## config.mk

```make
export PLATFORM = sky130hd
export DESIGN_NAME = c_subset_lexer_top_flat
export DESIGN_NICKNAME = d
export VERILOG_FILES = /design/src/csl_pkg.sv /design/src/csl_if.sv /design/src/csl_ram.sv /design/src/c_subset_lexer_top.sv /design/src/flat_wrapper.sv
export VERILOG_INCLUDE_DIRS = /design/src /design/src/src
export SDC_FILE = /design/constraint.sdc
export NUM_CORES = 2
export LEC_CHECK = 0
export BUFFER_PORTS_ARGS = -buffer_cell sky130_fd_sc_hd__buf_2
export CAP_MARGIN = 0
export CORE_MARGIN = 2
export CORE_UTILIZATION = 63
export DETAILED_ROUTE_END_ITERATION = 7
export PLACE_DENSITY = 0.76
export SLEW_MARGIN = 40
export SYNTH_ARGS = -nofsm -noshare
export SYNTH_HDL_FRONTEND = slang
export SYNTH_SLANG_ARGS = --single-unit
```

## constraint.sdc

```tcl
create_clock -name clk -period 16.3 [get_ports clk]
set_clock_uncertainty 0.05 [all_clocks]
set_input_delay 3.26 -clock clk [delete_from_list [all_inputs] [get_ports clk]]
set_output_delay 3.26 -clock clk [all_outputs]
set_load 0.01 [all_outputs]
```

## src/assert_macros.svh

```systemverilog
// Assertion macros shared by the lexer RTL.
// Define ASSERT_OFF to compile every check out.
`ifndef ASSERT_MACROS_SVH
`define ASSERT_MACROS_SVH
`ifndef ASSERT_OFF
`define ASSERT_IMP(label, clk, rst_n, ante, cons) \
  label: assert property (@(posedge clk) disable iff (!rst_n) (ante) |-> (cons)) \
    else $error("assertion failed");
`define ASSERT_NXT(label, clk, rst_n, ante, cons) \
  label: assert property (@(posedge clk) disable iff (!rst_n) (ante) |=> (cons)) \
    else $error("assertion failed");
`define ASSERT_NEVER(label, clk, rst_n, expr) \
  label: assert property (@(posedge clk) disable iff (!rst_n) !(expr)) \
    else $error("assertion failed");
`else
`define ASSERT_IMP(label, clk, rst_n, ante, cons)
`define ASSERT_NXT(label, clk, rst_n, ante, cons)
`define ASSERT_NEVER(label, clk, rst_n, expr)
`endif
`endif

```

## src/csl_pkg.sv

```systemverilog
// Package for the C subset lexer: token codes, token record and lookup functions.
// No dependencies.
package csl_pkg;

  localparam int MAX_NAME_CHARS_DEF = 8;
  localparam int MAX_VARIABLES_DEF  = 31;
  localparam int VCNT_W             = 5;

  localparam logic [2:0] KIND_KEYWORD = 3'd0;
  localparam logic [2:0] KIND_OP      = 3'd1;
  localparam logic [2:0] KIND_FUNC    = 3'd2;
  localparam logic [2:0] KIND_VAR     = 3'd3;
  localparam logic [2:0] KIND_NUM     = 3'd4;
  localparam logic [2:0] KIND_END     = 3'd5;
  localparam logic [2:0] KIND_ERROR   = 3'd6;

  localparam logic [4:0] SYM_KW_BASE = 5'd5;
  localparam logic [4:0] SYM_LBRACE  = 5'd9;
  localparam logic [4:0] SYM_RBRACE  = 5'd10;
  localparam logic [4:0] SYM_NONE    = 5'd0;

  // keyword spellings packed first character in the low byte
  localparam logic [63:0] KW_WORDS [8] = '{
    64'h0000_0000_0000_6669,
    64'h0000_0000_0072_6f66,
    64'h0000_0065_6c69_6877,
    64'h0000_6e72_7574_6572,
    64'h0000_0000_0000_007b,
    64'h0000_0000_0000_007d,
    64'h0000_006b_6165_7262,
    64'h6575_6e69_746e_6f63
  };

  typedef struct packed {
    logic [2:0]  kind;
    logic [4:0]  code;
    logic [63:0] name;
    logic [3:0]  len;
    logic [31:0] num;
    logic [7:0]  off;
    logic [31:0] pos;
  } tok_t;

  function automatic logic is_alpha(input logic [7:0] c);
    return (c >= "a" && c <= "z") || (c >= "A" && c <= "Z");
  endfunction

  function automatic logic is_digit(input logic [7:0] c);
    return c >= "0" && c <= "9";
  endfunction

  function automatic logic is_ident(input logic [7:0] c);
    return is_alpha(c) || is_digit(c) || c == "_";
  endfunction

  function automatic tok_t mk_tok(input logic [2:0] kind, input logic [4:0] code,
                                  input logic [63:0] name, input logic [3:0] len,
                                  input logic [31:0] num, input logic [7:0] off,
                                  input logic [31:0] pos);
    tok_t t;
    t.kind = kind; t.code = code; t.name = name; t.len = len;
    t.num = num;   t.off = off;   t.pos = pos;
    return t;
  endfunction

  // single operator token, or an error token when the byte is no operator
  function automatic tok_t single_tok(input logic [7:0] c, input logic [31:0] pos);
    logic [4:0] code;
    logic       hit;
    hit  = 1'b1;
    code = SYM_NONE;
    case (c)
      "+": code = 5'd13;
      "-": code = 5'd14;
      "*": code = 5'd15;
      "/": code = 5'd16;
      "%": code = 5'd17;
      "&": code = 5'd18;
      "|": code = 5'd19;
      "^": code = 5'd20;
      "(": code = 5'd21;
      ")": code = 5'd22;
      "<": code = 5'd23;
      ">": code = 5'd24;
      ";": code = 5'd25;
      "=": code = 5'd26;
      default: hit = 1'b0;
    endcase
    if (hit) return mk_tok(KIND_OP, code, 64'd0, 4'd0, 32'd0, 8'd0, pos);
    return mk_tok(KIND_ERROR, SYM_NONE, 64'd0, 4'd0, 32'd0, 8'd0, pos);
  endfunction

  // {hit, index} of a two-character operator
  function automatic logic [3:0] two_idx(input logic [7:0] a, input logic [7:0] b);
    if (a == "=" && b == "=") return 4'b1_000;
    if (a == "!" && b == "=") return 4'b1_001;
    if (a == "<" && b == "=") return 4'b1_010;
    if (a == ">" && b == "=") return 4'b1_011;
    if (a == "&" && b == "&") return 4'b1_100;
    return 4'b0_000;
  endfunction

endpackage

```

## src/csl_if.sv

```systemverilog
// Valid/ready channel interfaces for the lexer: source bytes in, tokens out.
// No dependencies.
interface csl_in_if;
  logic       valid;
  logic       ready;
  logic [7:0] source_char;
  logic       end_of_source;
  modport source (output valid, source_char, end_of_source, input ready);
  modport sink   (input valid, source_char, end_of_source, output ready);
endinterface

interface csl_out_if;
  logic               valid;
  logic               ready;
  logic [2:0]         token_kind;
  logic [4:0]         symbol_code;
  logic [63:0]        name_chars;
  logic [3:0]         name_length;
  logic signed [31:0] number_value;
  logic [7:0]         var_offset;
  logic [15:0]        token_row;
  logic [15:0]        token_col;
  logic               last_of_run;
  modport source (output valid, token_kind, symbol_code, name_chars, name_length,
                  number_value, var_offset, token_row, token_col, last_of_run,
                  input ready);
  modport sink   (input valid, token_kind, symbol_code, name_chars, name_length,
                  number_value, var_offset, token_row, token_col, last_of_run,
                  output ready);
endinterface

```

## src/csl_ram.sv

```systemverilog
// Generic single-write, single-read RAM with registered read data.
// No dependencies.
module csl_ram #(
  parameter int WIDTH = 64,
  parameter int DEPTH = 31
) (
  input  logic                                  clk,
  input  logic                                  we,
  input  logic [(DEPTH > 1 ? $clog2(DEPTH) : 1)-1:0] waddr,
  input  logic [WIDTH-1:0]                      wdata,
  input  logic [(DEPTH > 1 ? $clog2(DEPTH) : 1)-1:0] raddr,
  output logic [WIDTH-1:0]                      rdata
);
  logic [WIDTH-1:0] mem [DEPTH];

  always_ff @(posedge clk) begin
    if (we) begin
      mem[waddr] <= wdata;
    end
    rdata <= mem[raddr];
  end
endmodule

```

## src/c_subset_lexer_top.sv

```systemverilog
// Top level of the C subset lexer: sequencer, lexer state, variable table search.
// Depends on csl_pkg, csl_if (interfaces), csl_ram and assert_macros.svh.
//
//  channel   dir  payload                                            accepted when
//  in_ch     in   source_char, end_of_source                          valid && ready
//  out_ch    out  token_kind .. token_col, last_of_run                valid && ready
//
// An item is taken, checked and evaluated; its tokens then leave one per cycle
// while out_ch is ready. Ending a variable name searches the variable table RAM:
// a read state then a compare state per entry, up to the number of entries used.
// Reset is synchronous; the table holds no reset and needs no clearing pass.
// A stalled token holds in the output queue; no new item is taken meanwhile.
`include "assert_macros.svh"
module c_subset_lexer_top #(
  parameter int MAX_NAME_CHARS = csl_pkg::MAX_NAME_CHARS_DEF,
  parameter int MAX_VARIABLES  = csl_pkg::MAX_VARIABLES_DEF
) (
  input logic        clk,
  input logic        rst_n,
  csl_in_if.sink     in_ch,
  csl_out_if.source  out_ch
);
  import csl_pkg::*;

  localparam int AW = MAX_VARIABLES > 1 ? $clog2(MAX_VARIABLES) : 1;

  typedef enum logic [2:0] {ST_IDLE, ST_CHK, ST_SRD, ST_SCMP, ST_PROC, ST_OUT} seq_t;
  typedef enum logic [3:0] {
    LM_IDLE, LM_IDENT, LM_NUMBER, LM_SLASH, LM_OP1, LM_OP2,
    LM_LINE, LM_BLOCK, LM_BSTAR, LM_ERROR, LM_DONE
  } lex_mode_t;

  seq_t              st_r, st_nxt;
  lex_mode_t         mode_r, mode_nxt;
  logic [15:0]       pend_r, pend_nxt;
  logic [63:0]       nbuf_r, nbuf_nxt;
  logic [3:0]        ncnt_r, ncnt_nxt;
  logic [31:0]       nacc_r, nacc_nxt;
  logic [15:0]       row_r, row_nxt;
  logic [15:0]       col_r, col_nxt;
  logic [31:0]       spos_r, spos_nxt;
  logic [VCNT_W-1:0] vcnt_r, vcnt_nxt;
  logic [VCNT_W-1:0] sidx_r, sidx_nxt;
  logic              found_r, found_nxt;
  logic [VCNT_W-1:0] fidx_r, fidx_nxt;
  logic [7:0]        c_r, c_nxt;
  logic              eos_r, eos_nxt;
  tok_t              q_r [3];
  tok_t              q_nxt [3];
  logic [1:0]        qn_r, qn_nxt;
  logic [1:0]        qrd_r, qrd_nxt;

  // evaluation results, loaded when the sequencer is in ST_PROC
  lex_mode_t   p_mode;
  logic [15:0] p_pend, p_row, p_col;
  logic [63:0] p_nbuf;
  logic [3:0]  p_ncnt;
  logic [31:0] p_nacc, p_spos;
  logic [VCNT_W-1:0] p_vcnt;
  tok_t        p_q [3];
  logic [1:0]  p_n;
  logic        p_we;

  logic [63:0] rd_data;
  logic        kw_hit, too_long, paren, need_search;
  logic [2:0]  kw_idx;
  tok_t        fin_tok;
  logic        fin_err, fin_new;
  logic        in_fire, out_fire, out_last;

  csl_ram #(.WIDTH(64), .DEPTH(MAX_VARIABLES)) u_vars (
    .clk   (clk),
    .we    (st_r == ST_PROC && p_we),
    .waddr (vcnt_r[AW-1:0]),
    .wdata (nbuf_r),
    .raddr (sidx_r[AW-1:0]),
    .rdata (rd_data)
  );

  // identifier classification
  always_comb begin
    kw_hit = 1'b0;
    kw_idx = 3'd0;
    for (int i = 0; i < 8; i++) begin
      if (!kw_hit && ncnt_r <= 4'd8 && nbuf_r == KW_WORDS[i]) begin
        kw_hit = 1'b1;
        kw_idx = 3'(i);
      end
    end
    too_long    = ncnt_r > 4'(MAX_NAME_CHARS);
    paren       = !eos_r && c_r == "(";
    need_search = mode_r == LM_IDENT && (eos_r || !is_ident(c_r)) &&
                  !kw_hit && !too_long && !paren;
    fin_err = 1'b0;
    fin_new = 1'b0;
    if (kw_hit) begin
      fin_tok = mk_tok(KIND_KEYWORD, SYM_KW_BASE + 5'(kw_idx), 64'd0, 4'd0, 32'd0, 8'd0,
                       spos_r);
    end else if (too_long) begin
      fin_tok = mk_tok(KIND_ERROR, SYM_NONE, 64'd0, 4'd0, 32'd0, 8'd0, spos_r);
      fin_err = 1'b1;
    end else if (paren) begin
      fin_tok = mk_tok(KIND_FUNC, SYM_NONE, nbuf_r, ncnt_r, 32'd0, 8'd0, spos_r);
    end else if (found_r) begin
      fin_tok = mk_tok(KIND_VAR, SYM_NONE, nbuf_r, ncnt_r, 32'd0,
                       {fidx_r + 5'd1, 3'b000}, spos_r);
    end else if (vcnt_r >= VCNT_W'(MAX_VARIABLES)) begin
      fin_tok = mk_tok(KIND_ERROR, SYM_NONE, 64'd0, 4'd0, 32'd0, 8'd0, spos_r);
      fin_err = 1'b1;
    end else begin
      fin_tok = mk_tok(KIND_VAR, SYM_NONE, nbuf_r, ncnt_r, 32'd0,
                       {vcnt_r + 5'd1, 3'b000}, spos_r);
      fin_new = 1'b1;
    end
  end

  // one character's worth of lexing
  always_comb begin
    logic       redo;
    logic [7:0] c, p1, p2;
    logic [3:0] ti;
    tok_t       t;
    c      = c_r;
    p1     = pend_r[7:0];
    p2     = pend_r[15:8];
    redo   = 1'b0;
    ti     = 4'd0;
    t      = '0;
    p_mode = mode_r;
    p_pend = pend_r;
    p_nbuf = nbuf_r;
    p_ncnt = ncnt_r;
    p_nacc = nacc_r;
    p_row  = row_r;
    p_col  = col_r;
    p_spos = spos_r;
    p_vcnt = vcnt_r;
    p_q    = q_r;
    p_n    = 2'd0;
    p_we   = 1'b0;
    if (eos_r) begin
      case (mode_r)
        LM_ERROR: begin
          p_q[p_n] = mk_tok(KIND_ERROR, SYM_NONE, 64'd0, 4'd0, 32'd0, 8'd0, spos_r);
          p_n = p_n + 2'd1;
        end
        LM_IDENT: begin
          p_mode = fin_err ? LM_ERROR : LM_IDLE;
          p_we   = fin_new;
          if (fin_new) p_vcnt = vcnt_r + 5'd1;
          p_q[p_n] = fin_tok;
          p_n = p_n + 2'd1;
        end
        LM_NUMBER: begin
          p_q[p_n] = mk_tok(KIND_NUM, SYM_NONE, 64'd0, 4'd0, nacc_r, 8'd0, spos_r);
          p_n = p_n + 2'd1;
        end
        LM_SLASH: begin
          p_q[p_n] = single_tok("/", spos_r);
          p_n = p_n + 2'd1;
        end
        LM_OP1: begin
          t = single_tok(p1, spos_r);
          if (t.kind == KIND_ERROR) p_mode = LM_ERROR;
          p_q[p_n] = t;
          p_n = p_n + 2'd1;
        end
        LM_OP2: begin
          ti = two_idx(p1, p2);
          p_q[p_n] = mk_tok(KIND_KEYWORD, 5'(ti[2:0]), 64'd0, 4'd0, 32'd0, 8'd0, spos_r);
          p_n = p_n + 2'd1;
        end
        LM_BLOCK, LM_BSTAR: begin
          p_mode = LM_ERROR;
          p_q[p_n] = mk_tok(KIND_ERROR, SYM_NONE, 64'd0, 4'd0, 32'd0, 8'd0, spos_r);
          p_n = p_n + 2'd1;
        end
        default: ;
      endcase
      if (p_mode != LM_ERROR) begin
        p_q[p_n] = mk_tok(KIND_END, SYM_NONE, 64'd0, 4'd0, 32'd0, 8'd0, {row_r, col_r});
        p_n = p_n + 2'd1;
        p_mode = LM_DONE;
      end
    end else if (mode_r != LM_ERROR && mode_r != LM_DONE) begin
      case (mode_r)
        LM_IDENT: begin
          if (is_ident(c)) begin
            if (ncnt_r < 4'd8) p_nbuf = nbuf_r | (64'(c) << {ncnt_r[2:0], 3'b000});
            if (ncnt_r < 4'd9) p_ncnt = ncnt_r + 4'd1;
          end else begin
            p_mode = fin_err ? LM_ERROR : LM_IDLE;
            p_we   = fin_new;
            if (fin_new) p_vcnt = vcnt_r + 5'd1;
            p_q[p_n] = fin_tok;
            p_n = p_n + 2'd1;
            redo = 1'b1;
          end
        end
        LM_NUMBER: begin
          if (is_digit(c)) begin
            p_nacc = (nacc_r << 3) + (nacc_r << 1) + 32'(c - 8'd48);
          end else begin
            p_q[p_n] = mk_tok(KIND_NUM, SYM_NONE, 64'd0, 4'd0, nacc_r, 8'd0, spos_r);
            p_n = p_n + 2'd1;
            p_mode = LM_IDLE;
            redo = 1'b1;
          end
        end
        LM_SLASH: begin
          if (c == "/") p_mode = LM_LINE;
          else if (c == "*") p_mode = LM_BLOCK;
          else begin
            p_q[p_n] = single_tok("/", spos_r);
            p_n = p_n + 2'd1;
            p_mode = LM_IDLE;
            redo = 1'b1;
          end
        end
        LM_OP1: begin
          ti = two_idx(p1, c);
          if (ti[3]) begin
            p_mode = LM_OP2;
            p_pend = {c, p1};
          end else begin
            t = single_tok(p1, spos_r);
            p_mode = (t.kind == KIND_ERROR) ? LM_ERROR : LM_IDLE;
            p_q[p_n] = t;
            p_n = p_n + 2'd1;
            redo = 1'b1;
          end
        end
        LM_OP2: begin
          p_mode = LM_IDLE;
          if (is_ident(c)) begin
            // split the pair into two single operators
            t = single_tok(p1, spos_r);
            p_q[p_n] = t;
            p_n = p_n + 2'd1;
            if (t.kind == KIND_ERROR) begin
              p_mode = LM_ERROR;
            end else begin
              t = single_tok(p2, {spos_r[31:16], spos_r[15:0] + 16'd1});
              if (t.kind == KIND_ERROR) begin
                p_mode = LM_ERROR;
                p_spos = t.pos;
              end
              p_q[p_n] = t;
              p_n = p_n + 2'd1;
            end
          end else begin
            ti = two_idx(p1, p2);
            p_q[p_n] = mk_tok(KIND_KEYWORD, 5'(ti[2:0]), 64'd0, 4'd0, 32'd0, 8'd0, spos_r);
            p_n = p_n + 2'd1;
          end
          redo = 1'b1;
        end
        LM_LINE:  if (c == "\n") p_mode = LM_IDLE;
        LM_BLOCK: if (c == "*") p_mode = LM_BSTAR;
        LM_BSTAR: begin
          if (c == "/") p_mode = LM_IDLE;
          else if (c != "*") p_mode = LM_BLOCK;
        end
        default: begin
          p_mode = LM_IDLE;
          redo = 1'b1;
        end
      endcase
      if (redo && p_mode != LM_ERROR) begin
        if (c == " " || c == "\t" || c == "\n") begin
          // blanks start nothing
        end else if (c == "{" || c == "}") begin
          p_q[p_n] = mk_tok(KIND_KEYWORD, (c == "{") ? SYM_LBRACE : SYM_RBRACE, 64'd0,
                            4'd0, 32'd0, 8'd0, {row_r, col_r});
          p_n = p_n + 2'd1;
        end else begin
          p_spos = {row_r, col_r};
          if (is_alpha(c) || c == "_") begin
            p_mode = LM_IDENT;
            p_nbuf = 64'(c);
            p_ncnt = 4'd1;
          end else if (is_digit(c)) begin
            p_mode = LM_NUMBER;
            p_nacc = 32'(c - 8'd48);
          end else if (c == "/") begin
            p_mode = LM_SLASH;
          end else if (c == "=" || c == "!" || c == "<" || c == ">" || c == "&") begin
            p_mode = LM_OP1;
            p_pend = {8'd0, c};
          end else begin
            t = single_tok(c, {row_r, col_r});
            if (t.kind == KIND_ERROR) p_mode = LM_ERROR;
            p_q[p_n] = t;
            p_n = p_n + 2'd1;
          end
        end
      end
      if (c == "\n") begin
        p_row = row_r + 16'd1;
        p_col = 16'd1;
      end else begin
        p_col = col_r + 16'd1;
      end
    end
  end

  assign in_fire  = in_ch.valid && in_ch.ready;
  assign out_fire = out_ch.valid && out_ch.ready;
  assign out_last = qrd_r == qn_r - 2'd1;

  // sequencer
  always_comb begin
    st_nxt    = st_r;
    mode_nxt  = mode_r;
    pend_nxt  = pend_r;
    nbuf_nxt  = nbuf_r;
    ncnt_nxt  = ncnt_r;
    nacc_nxt  = nacc_r;
    row_nxt   = row_r;
    col_nxt   = col_r;
    spos_nxt  = spos_r;
    vcnt_nxt  = vcnt_r;
    sidx_nxt  = sidx_r;
    found_nxt = found_r;
    fidx_nxt  = fidx_r;
    c_nxt     = c_r;
    eos_nxt   = eos_r;
    q_nxt     = q_r;
    qn_nxt    = qn_r;
    qrd_nxt   = qrd_r;
    case (st_r)
      ST_IDLE: begin
        if (in_fire) begin
          c_nxt   = in_ch.source_char;
          eos_nxt = in_ch.end_of_source;
          st_nxt  = ST_CHK;
        end
      end
      ST_CHK: begin
        found_nxt = 1'b0;
        sidx_nxt  = '0;
        st_nxt    = (need_search && vcnt_r != '0) ? ST_SRD : ST_PROC;
      end
      ST_SRD: st_nxt = ST_SCMP;
      ST_SCMP: begin
        if (rd_data == nbuf_r) begin
          found_nxt = 1'b1;
          fidx_nxt  = sidx_r;
          st_nxt    = ST_PROC;
        end else if (sidx_r + 5'd1 >= vcnt_r) begin
          st_nxt = ST_PROC;
        end else begin
          sidx_nxt = sidx_r + 5'd1;
          st_nxt   = ST_SRD;
        end
      end
      ST_PROC: begin
        mode_nxt = p_mode;
        pend_nxt = p_pend;
        nbuf_nxt = p_nbuf;
        ncnt_nxt = p_ncnt;
        nacc_nxt = p_nacc;
        row_nxt  = p_row;
        col_nxt  = p_col;
        spos_nxt = (p_mode == LM_ERROR && mode_r != LM_ERROR && p_n != 2'd0)
                   ? p_q[p_n - 2'd1].pos : p_spos;
        vcnt_nxt = p_vcnt;
        q_nxt    = p_q;
        qn_nxt   = p_n;
        qrd_nxt  = 2'd0;
        st_nxt   = (p_n != 2'd0) ? ST_OUT : ST_IDLE;
      end
      ST_OUT: begin
        if (out_fire) begin
          qrd_nxt = qrd_r + 2'd1;
          if (out_last) st_nxt = ST_IDLE;
        end
      end
      default: st_nxt = ST_IDLE;
    endcase
  end

  always_ff @(posedge clk) begin
    if (!rst_n) begin
      st_r    <= ST_IDLE;
      mode_r  <= LM_IDLE;
      ncnt_r  <= 4'd0;
      row_r   <= 16'd1;
      col_r   <= 16'd1;
      spos_r  <= 32'h0001_0001;
      vcnt_r  <= '0;
      found_r <= 1'b0;
      qn_r    <= 2'd0;
      qrd_r   <= 2'd0;
    end else begin
      st_r    <= st_nxt;
      mode_r  <= mode_nxt;
      ncnt_r  <= ncnt_nxt;
      row_r   <= row_nxt;
      col_r   <= col_nxt;
      spos_r  <= spos_nxt;
      vcnt_r  <= vcnt_nxt;
      found_r <= found_nxt;
      qn_r    <= qn_nxt;
      qrd_r   <= qrd_nxt;
    end
    pend_r <= pend_nxt;
    nbuf_r <= nbuf_nxt;
    nacc_r <= nacc_nxt;
    sidx_r <= sidx_nxt;
    fidx_r <= fidx_nxt;
    c_r    <= c_nxt;
    eos_r  <= eos_nxt;
    q_r    <= q_nxt;
  end

  assign in_ch.ready         = st_r == ST_IDLE;
  assign out_ch.valid        = st_r == ST_OUT;
  assign out_ch.token_kind   = q_r[qrd_r].kind;
  assign out_ch.symbol_code  = q_r[qrd_r].code;
  assign out_ch.name_chars   = q_r[qrd_r].name;
  assign out_ch.name_length  = q_r[qrd_r].len;
  assign out_ch.number_value = q_r[qrd_r].num;
  assign out_ch.var_offset   = q_r[qrd_r].off;
  assign out_ch.token_row    = q_r[qrd_r].pos[31:16];
  assign out_ch.token_col    = q_r[qrd_r].pos[15:0];
  assign out_ch.last_of_run  = out_last;

  `ASSERT_NEVER(a_no_overlap, clk, rst_n, in_ch.ready && out_ch.valid)
  `ASSERT_NXT(a_last_frees, clk, rst_n, out_fire && out_last, in_ch.ready)
  `ASSERT_IMP(a_table_bound, clk, rst_n, 1'b1, vcnt_r <= VCNT_W'(MAX_VARIABLES))
  `ASSERT_IMP(a_queue_pos, clk, rst_n, out_ch.valid, qrd_r < qn_r)

endmodule
```

## src/flat_wrapper.sv

```systemverilog
// flat-port wrapper written by rule: the top's interface ports become plain ports
module c_subset_lexer_top_flat import csl_pkg::*;
#(
  parameter int MAX_NAME_CHARS = csl_pkg::MAX_NAME_CHARS_DEF,
  parameter int MAX_VARIABLES  = csl_pkg::MAX_VARIABLES_DEF
)
  (clk, rst_n, in_ch_valid, in_ch_source_char, in_ch_end_of_source, in_ch_ready, out_ch_valid, out_ch_token_kind, out_ch_symbol_code, out_ch_name_chars, out_ch_name_length, out_ch_number_value, out_ch_var_offset, out_ch_token_row, out_ch_token_col, out_ch_last_of_run, out_ch_ready);
  csl_in_if in_ch_i ();
  csl_out_if out_ch_i ();
  input logic clk;
  input logic rst_n;
  input wire logic [$bits(in_ch_i.valid)-1:0] in_ch_valid;
  input wire logic [$bits(in_ch_i.source_char)-1:0] in_ch_source_char;
  input wire logic [$bits(in_ch_i.end_of_source)-1:0] in_ch_end_of_source;
  output wire logic [$bits(in_ch_i.ready)-1:0] in_ch_ready;
  output wire logic [$bits(out_ch_i.valid)-1:0] out_ch_valid;
  output wire logic [$bits(out_ch_i.token_kind)-1:0] out_ch_token_kind;
  output wire logic [$bits(out_ch_i.symbol_code)-1:0] out_ch_symbol_code;
  output wire logic [$bits(out_ch_i.name_chars)-1:0] out_ch_name_chars;
  output wire logic [$bits(out_ch_i.name_length)-1:0] out_ch_name_length;
  output wire logic [$bits(out_ch_i.number_value)-1:0] out_ch_number_value;
  output wire logic [$bits(out_ch_i.var_offset)-1:0] out_ch_var_offset;
  output wire logic [$bits(out_ch_i.token_row)-1:0] out_ch_token_row;
  output wire logic [$bits(out_ch_i.token_col)-1:0] out_ch_token_col;
  output wire logic [$bits(out_ch_i.last_of_run)-1:0] out_ch_last_of_run;
  input wire logic [$bits(out_ch_i.ready)-1:0] out_ch_ready;
  assign in_ch_i.valid = in_ch_valid;
  assign in_ch_i.source_char = in_ch_source_char;
  assign in_ch_i.end_of_source = in_ch_end_of_source;
  assign in_ch_ready = in_ch_i.ready;
  assign out_ch_valid = out_ch_i.valid;
  assign out_ch_token_kind = out_ch_i.token_kind;
  assign out_ch_symbol_code = out_ch_i.symbol_code;
  assign out_ch_name_chars = out_ch_i.name_chars;
  assign out_ch_name_length = out_ch_i.name_length;
  assign out_ch_number_value = out_ch_i.number_value;
  assign out_ch_var_offset = out_ch_i.var_offset;
  assign out_ch_token_row = out_ch_i.token_row;
  assign out_ch_token_col = out_ch_i.token_col;
  assign out_ch_last_of_run = out_ch_i.last_of_run;
  assign out_ch_i.ready = out_ch_ready;
  c_subset_lexer_top #(.MAX_NAME_CHARS(MAX_NAME_CHARS), .MAX_VARIABLES(MAX_VARIABLES)) u_core (.clk(clk), .rst_n(rst_n), .in_ch(in_ch_i), .out_ch(out_ch_i));
endmodule
```

==> metrics.txt <==
routability congestion estimate=between 0.9 and 1; worst endpoint required time=12990 ps; H-tree Lvls=5; Syn Std Cell Area=~0.12 mm^2; Comb pwr share=around 14%; clock latency on the worst-skew pair=910 ps; chip width=around 430 um; CP peak stage delay=just under 800 ps; setup tns final=0 ps; Hold Path Class=reg -> reg; antenna violations before repair=5; max-cap violations=0; number of synthesized flops with an enable pin=about 2600; Tcrit/Tclk final=~46%; first-pass GRT wire length=479000 um; most used cell, CP=buf_4; fmax=between 100 and 150 MHz; Seq pwr share=a little under half; Final HPWL DP=180000 um; # port buffers=163; CTS tree=built; max-slew violation count=0; Layout fillers=between 10000 and 15000; clock share of power=38.1%; total congestion overflow=0; Crit Path Class=reg -> out; Pwr Total=about 0.017 W; Mean Syn Cell Area=around 16 um^2; Top-Level Pins=164; Worst path slowest cell=buf_4; Die Ht=~430 um; Initial DRT Pass Iterations=6; slew margin rel.=~40%; R2R setup slack=~9000 ps; CTS resizes=0; CP Capture Type=output port; CP bufs+invs=3; hold endpoint=u_core.spos_r[21]$_SDFFE_PN0P_; setup bufs post-CTS=0; DR WL/cell=between 30 and 40 um; Core Area=~0.18 mm^2; r2r endpoint=u_core.spos_r[0]$_SDFFE_PN1P_; part of the Yosys area used for sequential elements=between 60% and 70%; DRC=0; Synth Warn #=0; CP top delay family=buffers and inverters; Power Density=around 130 mW/mm^2; Iter 0 DRT Violations=roughly 11000; reg-to-reg startpoint=u_core.c_r[5]$_DFFE_PP_; DRT Wirelength=between 300000 and 400000 um; ANT nets after route=0; prevailing post-synth register cell=edfxtp_1; Nets=7489; post-synthesis cell type count=98; DIE AREA=approximately 0.19 mm^2; crit path launch type=register; R2R cell count=19; clock buffer count from CTS=289; cell row count=approximately 160; Ant. Diodes=0; Area growth syn-to-layout=11.7%; RSZ-0062 raised after global routing=false; # setup viols final=0; clock sink count=2708; worst slew pin tran=between 900 and 1000 ps; Worst EP arrival=between 4000 and 5000 ps; share of cells above drive strength 1=about a fifth; Hold Path Stages=1; Pint=roughly 0.012 W; Hold Startpoint=u_core.spos_r[21]$_SDFFE_PN0P_; #FFs+latches synth=around 2700; cts hold-fix bufs=0; FFs w/ async S/R, synth=0%; GRT Overall Usage=35.2%; initial core utilization=63.6%; vias in the first global route=~70000; clk root buf=clkbuf_16; worst-path maximum fanout=around 70; switch share=between 20% and 30%; Vias=roughly 70000; Net Switching=roughly 0.0043 W; clk buf depth=4; Leakage Power=approximately 42 nW; status=finished clean; Syn Inst Count=between 7000 and 8000; Hold Fails Final Rpt=0; crit path cell chain=nor2b_4, buf_4, buf_4, nand2_1, o21ai_0, buf_2; VDD IR-drop max=between 0.00008 and 0.00009 V; Via density=7.06; pin count of the biggest net entering global routing=146; clk slew on worst S/H paths=roughly 60 ps; post-layout min period=between 7000 and 8000 ps
## power groups by stage
stage / clock [W] / sequential [W] / combinational, W
after floorplan: 0 / 0.00817 / 0.00153
after global placement: 0 / 0.00816 / 0.00221
after detailed placement: 0 / 0.00816 / 0.00228
after CTS: 0.00641 / 0.00802 / 0.00231
after global routing: 0.00668 / 0.00804 / 0.00249
final: 0.00639 / 0.00803 / 0.00234
## stage by stage
step	setup WS, ps	utilization (%)	instances	area [um^2]	hold WS (ps)
global route	8680	71.0	10100	130000	483
CTS	8850	70.9	10100	130000	469
detailed placement	9200	66.0	9555	121000	447
global placement	9340	65.8	9547	121000	444
finish	8800	71.0	10100	130000	468
floorplan	4730	-	7172	117000	374
## layout make-up
| cell class | instances | area [um^2] | share of cell area, % |
|---|---|---|---|
| Clock buffer | 388 | 8030 | 6.16 |
| Inverter | 69 | 267 | 0.204 |
| Clock inverter | 116 | 1010 | 0.772 |
| Tap cell | 2464 | 3080 | 2.36 |
| Multi-Input combinational cell | 3922 | 35300 | 27.1 |
| Sequential cell | 2708 | 79800 | 61.2 |
| Timing Repair Buffer | 397 | 2900 | 2.22 |
## kinds of logic (layout without fill, tap and decap cells)
kind of cell               Yosys count  in the layout  synth area share (%)
adders and majority gates           89             89                  1.14
DFF                               2708           2708                  68.4
xor gates and xnor gates           166            166                  1.25
AOI/OAI and AO/OA                 1084           1084                  6.09
buffers and inverters              542            970                  1.82
other                                1              2               0.00321
muxes                              959            959                  14.5
and+or+nand+nor                   1622           1622                  6.79
## synthesized netlist by cell type, drive strengths merged, types with 20 or more instances
cell type / number / share of area [%]
edfxtp: 2559 / 66
mux4: 576 / 11
nand2: 548 / 1.8
o21ai: 388 / 1.7
clkbuf: 359 / 1.2
nor2: 322 / 1.0
mux2i: 282 / 2.4
and2: 243 / 1.3
a21oi: 191 / 0.82
dfxtp: 149 / 2.6
nand3: 131 / 0.56
xor2: 125 / 0.94
buf: 114 / 0.44
mux2: 101 / 1.0
a22o: 86 / 0.65
inv: 68 / 0.22
ha: 60 / 0.64
a22oi: 52 / 0.33
nor3: 51 / 0.22
and3: 47 / 0.25
nand2b: 45 / 0.24
or3: 45 / 0.24
nor4: 42 / 0.23
xnor2: 41 / 0.31
nand4: 37 / 0.20
o211ai: 35 / 0.23
a31oi: 32 / 0.17
nor2b: 31 / 0.17
fa: 29 / 0.50
a211oi: 28 / 0.18
a221oi: 28 / 0.21
o2111a: 26 / 0.25
o22ai: 26 / 0.14
a21o: 22 / 0.14
a211o: 20 / 0.15
## worst max path at each step
stage,from,to,slack [ps],cells after the start
floorplan,u_core.nbuf_r[53]$_DFFE_PP_,register,4730,11
global placement,u_core.nbuf_r[1]$_DFFE_PP_,u_core.spos_r[14]$_SDFFE_PN0P_,9340,17
detailed placement,u_core.c_r[5]$_DFFE_PP_,u_core.spos_r[14]$_SDFFE_PN0P_,9200,20
CTS,u_core.qrd_r[0]$_SDFFE_PN0P_,out_ch_name_chars[63],8850,6
global route,u_core.qrd_r[0]$_SDFFE_PN0P_,out_ch_name_chars[23],8680,6
finish,u_core.qrd_r[0]$_SDFFE_PN0P_,out_ch_name_chars[63],8800,6
## cells in the final DEF (no fill, tap or decap), types with 27 or more instances in the layout
cell / count
a211oi_1: 27
a21oi_1: 187
a221oi_1: 28
a22o_1: 86
a22oi_1: 51
a31oi_1: 31
and2_1: 239
and3_1: 47
buf_2: 163
buf_4: 189
buf_6: 31
clkbuf_1: 68
clkbuf_16: 299
clkinv_1: 45
clkinv_2: 38
dfxtp_1: 147
edfxtp_1: 2559
fa_1: 29
ha_1: 60
inv_1: 66
mux2_2: 90
mux2i_1: 282
mux4_2: 576
nand2_1: 547
nand2b_1: 43
nand3_1: 131
nand4_1: 37
nor2_1: 283
nor2_4: 36
nor2b_1: 30
nor3_1: 41
nor4_1: 34
o211ai_1: 34
o21ai_0: 385
or3_1: 44
xnor2_1: 41
xor2_1: 125
## per-layer routing
metal | routed length [um] | global-route usage, % | part of all wire, %
met3 | 36600 | 6.01 | 11
met1 | 118000 | 47.8 | 35
met2 | 162000 | 56.8 | 48
met5 | 35 | 0 | 0.010
met4 | 18500 | 15.8 | 5.5
(Power assumes the default switching activity.)
